File: src/rtl/polynomial_path_closest_point_assert.svh
// Assertion macros shared by the closest point block.
// Each macro expects a clock named clk in scope; PPCP_ASSERT also expects an active-low rst_n.
`ifndef POLYNOMIAL_PATH_CLOSEST_POINT_ASSERT_SVH
`define POLYNOMIAL_PATH_CLOSEST_POINT_ASSERT_SVH

`ifndef ASSERT_OFF
// Checked only while out of reset.
`define PPCP_ASSERT(lbl, prop, msg) \
  lbl: assert property (@(posedge clk) disable iff (!rst_n) prop) else $error(msg);
// Checked at every rising clock edge, reset included.
`define PPCP_ASSERT_ALWAYS(lbl, prop, msg) \
  lbl: assert property (@(posedge clk) prop) else $error(msg);
`else
`define PPCP_ASSERT(lbl, prop, msg)
`define PPCP_ASSERT_ALWAYS(lbl, prop, msg)
`endif

`endif

File: src/rtl/ppcp_pkg.sv
`timescale 1ns / 1ps

package ppcp_pkg;

  localparam int MAX_ORDER  = 5;
  localparam int FRAC_BITS  = 24;
  localparam int NCOEF      = MAX_ORDER + 1;
  localparam int NSCR       = 2 * MAX_ORDER;
  localparam int STEP_SHIFT = 32 - FRAC_BITS;

  localparam logic signed [63:0] LIM = 64'sh3FFF_FFFF_FFFF_FFFF;

  localparam logic OP_WRITE = 1'b0;
  localparam logic OP_QUERY = 1'b1;
  localparam logic AXIS_X   = 1'b0;
  localparam logic AXIS_Y   = 1'b1;

  localparam logic [1:0] REG_PATH_LENGTH    = 2'd0;
  localparam logic [1:0] REG_STOP_TOLERANCE = 2'd1;
  localparam logic [1:0] REG_MAX_ITERATIONS = 2'd2;
  localparam logic [1:0] REG_PATH_ORDER     = 2'd3;

  typedef struct packed {
    logic               opcode;
    logic               axis;
    logic [2:0]         coef_index;
    logic signed [31:0] coef_value;
    logic signed [31:0] pos_x;
    logic signed [31:0] pos_y;
  } ppcp_in_t;

  typedef struct packed {
    logic [30:0] path_param;
    logic        converged;
  } ppcp_out_t;

  typedef struct packed {
    logic               start;
    logic signed [63:0] g;
    logic signed [63:0] h;
  } div_req_t;

  typedef struct packed {
    logic        done;
    logic [31:0] quot;
    logic        neg;
  } div_rsp_t;

  function automatic logic [63:0] mag(input logic signed [63:0] a);
    return a[63] ? 64'(-a) : 64'(a);
  endfunction

  function automatic logic signed [63:0] signed_of(input logic [63:0] m, input logic neg);
    logic [63:0] c;
    c = (m > 64'(LIM)) ? 64'(LIM) : m;
    return neg ? -$signed(c) : $signed(c);
  endfunction

  function automatic logic signed [63:0] sat_add(input logic signed [63:0] a,
                                                 input logic signed [63:0] b);
    logic signed [64:0] sum;
    sum = 65'(a) + 65'(b);
    if (sum > 65'(LIM)) return LIM;
    else if (sum < -65'(LIM)) return -LIM;
    else return sum[63:0];
  endfunction

  function automatic logic signed [63:0] scale(input logic signed [63:0] a,
                                               input logic [3:0] k);
    logic [63:0] m;
    logic [67:0] p;
    m = mag(a);
    p = 68'(m) * 68'(k);
    return signed_of((p > 68'(LIM)) ? 64'(LIM) : p[63:0], a[63]);
  endfunction

  function automatic logic signed [63:0] trunc_q(input logic signed [63:0] p);
    return signed_of(mag(p) >> FRAC_BITS, p[63]);
  endfunction

  function automatic logic signed [31:0] center(input logic signed [31:0] c,
                                                input logic signed [31:0] p);
    logic signed [32:0] v;
    v = 33'(c) - 33'(p);
    if (v > 33'sd2147483647) return 32'sh7FFF_FFFF;
    else if (v < -33'sd2147483648) return 32'sh8000_0000;
    else return v[31:0];
  endfunction

endpackage

File: src/rtl/ppcp_div.sv
`timescale 1ns / 1ps
`include "polynomial_path_closest_point_assert.svh"

// Newton step magnitude: min(|g| * 2^FRAC_BITS / |h|, 2^32 - 1), one quotient bit a cycle.
module ppcp_div (
  input  logic                clk,
  input  logic                rst_n,
  input  ppcp_pkg::div_req_t  req,
  output ppcp_pkg::div_rsp_t  rsp
);

  logic        busy_r, busy_nxt;
  logic        done_r, done_nxt;
  logic [5:0]  cnt_r, cnt_nxt;
  logic [63:0] rem_r, rem_nxt;
  logic [63:0] nh_r, nh_nxt;
  logic [31:0] nlow_r, nlow_nxt;
  logic [31:0] q_r, q_nxt;
  logic        neg_r, neg_nxt;
  logic [63:0] ng, nh;
  logic [64:0] rem2;
  logic        fits;

  always_comb begin
    busy_nxt = busy_r;
    done_nxt = 1'b0;
    cnt_nxt  = cnt_r;
    rem_nxt  = rem_r;
    nh_nxt   = nh_r;
    nlow_nxt = nlow_r;
    q_nxt    = q_r;
    neg_nxt  = neg_r;
    ng       = ppcp_pkg::mag(req.g);
    nh       = ppcp_pkg::mag(req.h);
    rem2     = {rem_r, nlow_r[31]};
    fits     = rem2 >= {1'b0, nh_r};
    if (req.start) begin
      neg_nxt = (req.g[63] == req.h[63]);
      if (req.g == '0) begin
        q_nxt    = '0;
        done_nxt = 1'b1;
      end else if (req.h == '0 || (ng >> ppcp_pkg::STEP_SHIFT) >= nh) begin
        q_nxt    = '1;
        done_nxt = 1'b1;
      end else begin
        busy_nxt = 1'b1;
        rem_nxt  = ng >> ppcp_pkg::STEP_SHIFT;
        nlow_nxt = 32'(ng << ppcp_pkg::FRAC_BITS);
        nh_nxt   = nh;
        q_nxt    = '0;
        cnt_nxt  = 6'd32;
      end
    end else if (busy_r) begin
      rem_nxt  = fits ? 64'(rem2 - {1'b0, nh_r}) : rem2[63:0];
      q_nxt    = {q_r[30:0], fits};
      nlow_nxt = {nlow_r[30:0], 1'b0};
      cnt_nxt  = cnt_r - 6'd1;
      if (cnt_r == 6'd1) begin
        busy_nxt = 1'b0;
        done_nxt = 1'b1;
      end
    end
  end

  always_ff @(posedge clk) begin
    busy_r <= busy_nxt;
    done_r <= done_nxt;
    cnt_r  <= cnt_nxt;
    rem_r  <= rem_nxt;
    nh_r   <= nh_nxt;
    nlow_r <= nlow_nxt;
    q_r    <= q_nxt;
    neg_r  <= neg_nxt;
    if (!rst_n) begin
      busy_r <= 1'b0;
      done_r <= 1'b0;
      cnt_r  <= '0;
    end
  end

  assign rsp = '{done: done_r, quot: q_r, neg: neg_r};

  `PPCP_ASSERT(a_div_start_idle, req.start |-> !busy_r, "divider started while busy")
  `PPCP_ASSERT(a_div_done_idle, done_r |-> !busy_r, "divider done while still busy")
  `PPCP_ASSERT(a_div_cnt_range, busy_r |-> cnt_r != 6'd0 && cnt_r <= 6'd32, "divider count out of range")

endmodule

File: config.mk
export PLATFORM = sky130hd
export DESIGN_NAME = ppcp_div
export DESIGN_NICKNAME = d
export VERILOG_FILES = /design/src/rtl/ppcp_pkg.sv /design/src/rtl/ppcp_div.sv
export VERILOG_INCLUDE_DIRS = /design/src /design/src/rtl
export SDC_FILE = /design/constraint.sdc
export NUM_CORES = 1
export LEC_CHECK = 0
export BUFFER_PORTS_ARGS = -buffer_cell sky130_fd_sc_hd__buf_2
export CAP_MARGIN = 10
export CORE_UTILIZATION = 40
export DETAILED_ROUTE_END_ITERATION = 10
export GPL_TIMING_DRIVEN = 0
export PLACE_DENSITY = 0.66
export SYNTH_ARGS = -nofsm -noshare
export SYNTH_HDL_FRONTEND = slang
export SYNTH_SLANG_ARGS = --single-unit
File: constraint.sdc
create_clock -name clk -period 29.6 [get_ports clk]
set_input_delay 1.48 -clock clk [delete_from_list [all_inputs] [get_ports clk]]
set_output_delay 1.48 -clock clk [all_outputs]
set_load 0.005 [all_outputs]
==> impl_results.md <==
- Outcome: complete, no violations
- Setup bufs post-CTS: 0
- Fin Hold WS: 0.5310 ns
- DIE AREA: between 30000 and 40000 sq um
- Cells after Synth: 1808
- Initial Utilization: 0.4092
- Post-synth EDFFs: between 150 and 200
- Via-to-Cell Ratio: approximately 6
- GPL Wtd Cong: 0.9971
- H-tree levels: 4
- Critical path arrival: 9.88 ns
- Slew at the pin closest to its max-slew limit: about 1.1 ns
- Largest area contributor in the netlist: edfxtp_1
- Max frequency: 103.1 MHz
- Die H: 199.0 um
- Max-cap violations: 0
- FF+latch count, synth: 177
- GRT Resource Usage Total: 0.2756
- Share of layout cells above drive strength 1: 0.1295
- Antenna violations before repair: 1
- Final hold violation count: 0
- First-pass GRT wire length: 81900 um
- Post-route DRC violation count: 0
- Floorplan row count: 71
- Most common cell in the netlist: inv_1
- Worst-skew pair later-pin latency: 0.47 ns
- Hpwl dp: 42620 um
- Worst endpoint required time: roughly 30 ns
- Vias in the first global route: 14.08k
- P per Cell Area: 71.96 nW/um^2
- Routed Antenna Nets: 0
- Warnings from Yosys: 0
- Synth area leaders: edfxtp_1 33%, ha_1 10%, xnor2_1 6.1%
- Total Neg Setup Slack: 0 ns
- Nets: 2250
- WL final: ~54000 um
- Worst Path Max Fanout: 39
- Total gr overflow: 0
- Clock skew: 0.01518 ns
- Cell area after synthesis: 15520 sq um
- Core Footprint: 37930 sq um
- Startpoint types: primary input
- RSZ-0062 raised after global routing: false
- Iter 0 DRT Violations: 1674
- CTS Root Cell: clkbuf_16
- Ys async rst share: 0
- Total leakage power: about 0.0075 uW
- Worst Setup End Kind: flop
- Layout area overhead: 13.77%
- CTS Sinks: 177
- First-pass detailed-route iteration total: 8
- Synth unique cells: 70
- Final Max Tran Viols: 0
- CP Class: in -> reg
- Share of the synthesized area in the top cell type: 0.3269
- Reg clk slew, reported paths: 0.08 ns
- Syn Area/Cell: 8.585 sq um
- # diodes: 0
- Port buffer count: 161
- Total CTS buffers: 17
- Largest net degree at the start of global routing: 40
- WL/cell: roughly 21 um
- Post_cts resized: 0
- Minimum clock period: 9.699 ns
- Hold buffers post-CTS: 0
- Final Setup Violations: 0
- CTS tree: done
- Worst vdd ir: 45.45 uV
- Post-synthesis sequential area ratio: 0.3373
- Fin crit share: 0.3277
- Rel. slew slack: 0.2460
- CTS Buffer Depth: 2
- Hold WC Path Type: reg -> reg
- Top-Level Pins: around 170
- Syn_nets: around 2.1k
- Main synth FF type: edfxtp_1
- Top cells by count, synth: 183 x inv_1, 169 x edfxtp_1, 151 x a21oi_1, 146 x nand2_1, 133 x o21ai_0
- Die width: slightly below 200 um
- Vias: approximately 15k
layout make-up:
cell class                      count  area [sq um]
Tap cell                          511         639.4
Timing Repair Buffer              167         885.9
Fill cell                        3772         20270
Clock buffer                       17         425.4
Buffer                             78         324.1
Clock inverter                     15         170.2
Inverter                          184         690.7
Multi-Input combinational cell   1369          9289
Sequential cell                   177          5235
logic make-up (layout without fill, tap and decap cells):
kind of cell	Yosys count	count (layout)	share of synthesized area
buffers and inverters	262	461	0.06537
adders and majority gates	125	125	0.1012
muxes	18	18	0.01169
AOI/OAI and AO/OA	547	547	0.2271
and+or+nand+nor	502	502	0.1575
DFF	177	177	0.3373
xor gates and xnor gates	177	177	0.09987
power by group:
| group | internal (uW) | total [uW] | switching (uW) | leakage, uW |
|---|---|---|---|---|
| Clock | 114 | 234 | 121 | 0.000287 |
| Sequential | 335 | 358 | 22.7 | 0.00176 |
| Combinational | 241 | 679 | 437 | 0.00542 |
| Total | 690 | 1270 | 581 | 0.00747 |
per-layer routing:
metal / share of wire / track usage / vias up
met4: 0.035 / 0.1080 / 2
met2: 0.45 / 0.4393 / 689
met3: 0.079 / 0.03527 / 89
li1: - / - / 6940
met5: 0.00031 / 0 / -
met1: 0.43 / 0.3776 / 7058
through the flow:
step | setup slack (ns) | total power (uW) | utilization | cells | cell area [sq um]
after floorplan | 17.16 | 819.0 | - | 1808 | 15520
after CTS | 20.08 | 1251 | 0.4655 | 2518 | 17660
after global routing | 19.71 | 1349 | 0.4655 | 2518 | 17660
after detailed placement | 19.60 | 1017 | 0.4498 | 2486 | 17060
final | 19.90 | 1271 | 0.4655 | 2518 | 17660
after global placement | 12.68 | 1010 | 0.4473 | 2480 | 16970
cells in the final DEF, fill, tap and decap left out, types with 20 or more instances in the layout:
master    instances
inv_1           183
edfxtp_1        169
buf_2           162
a21oi_1         151
nand2_1         146
o21ai_0         133
nor2_1          130
ha_1            124
xnor2_1         108
xor2_1           69
clkbuf_1         68
a21o_1           53
o31ai_1          42
nor3_1           40
nand3_1          33
o21ai_2          31
nand4_1          29
or3_1            27
or4_1            21
o21a_1           20
flip-flops by register name (all words and copies together), names as in the netlist:
signal,flops
nh_r,64
neg_r,1
done_r,1
nlow_r,8
rem_r,64
q_r,32
cnt_r,6
busy_r,1
final timing paths:
check	from	endpoint	slack, ns	cells after the start
worst max-delay path	req[3]	rem_r[30]$_DFFE_PP_	19.90	22
worst min register to register	cnt_r[1]$_SDFFE_PN0P_	cnt_r[1]$_SDFFE_PN0P_	0.53	2
worst min-delay path	cnt_r[1]$_SDFFE_PN0P_	cnt_r[1]$_SDFFE_PN0P_	0.53	2
worst max register to register	rem_r[26]$_DFFE_PP_	rem_r[35]$_DFFE_PP_	23.96	13
critical path, stage by stage:
cell and delay (ns):
buf_2 0.13, nor4_1 0.95, nand4_1 0.31, or4_4 0.53
or3_1 0.47, or3_1 0.43, inv_1 0.11, nand2_1 0.11
o41ai_1 0.43, xor2_1 0.21, ha_1 0.35, nand4_1 0.22
nor4_1 0.99, nand2_1 0.19, nor4_1 0.61, o31a_1 0.30
nor4_1 0.11, or3b_2 0.51, nor4_4 0.45, nor4_4 0.14
nand2b_4 0.46, buf_12 0.32
Note: power is estimated with default switching activity, not from simulation.
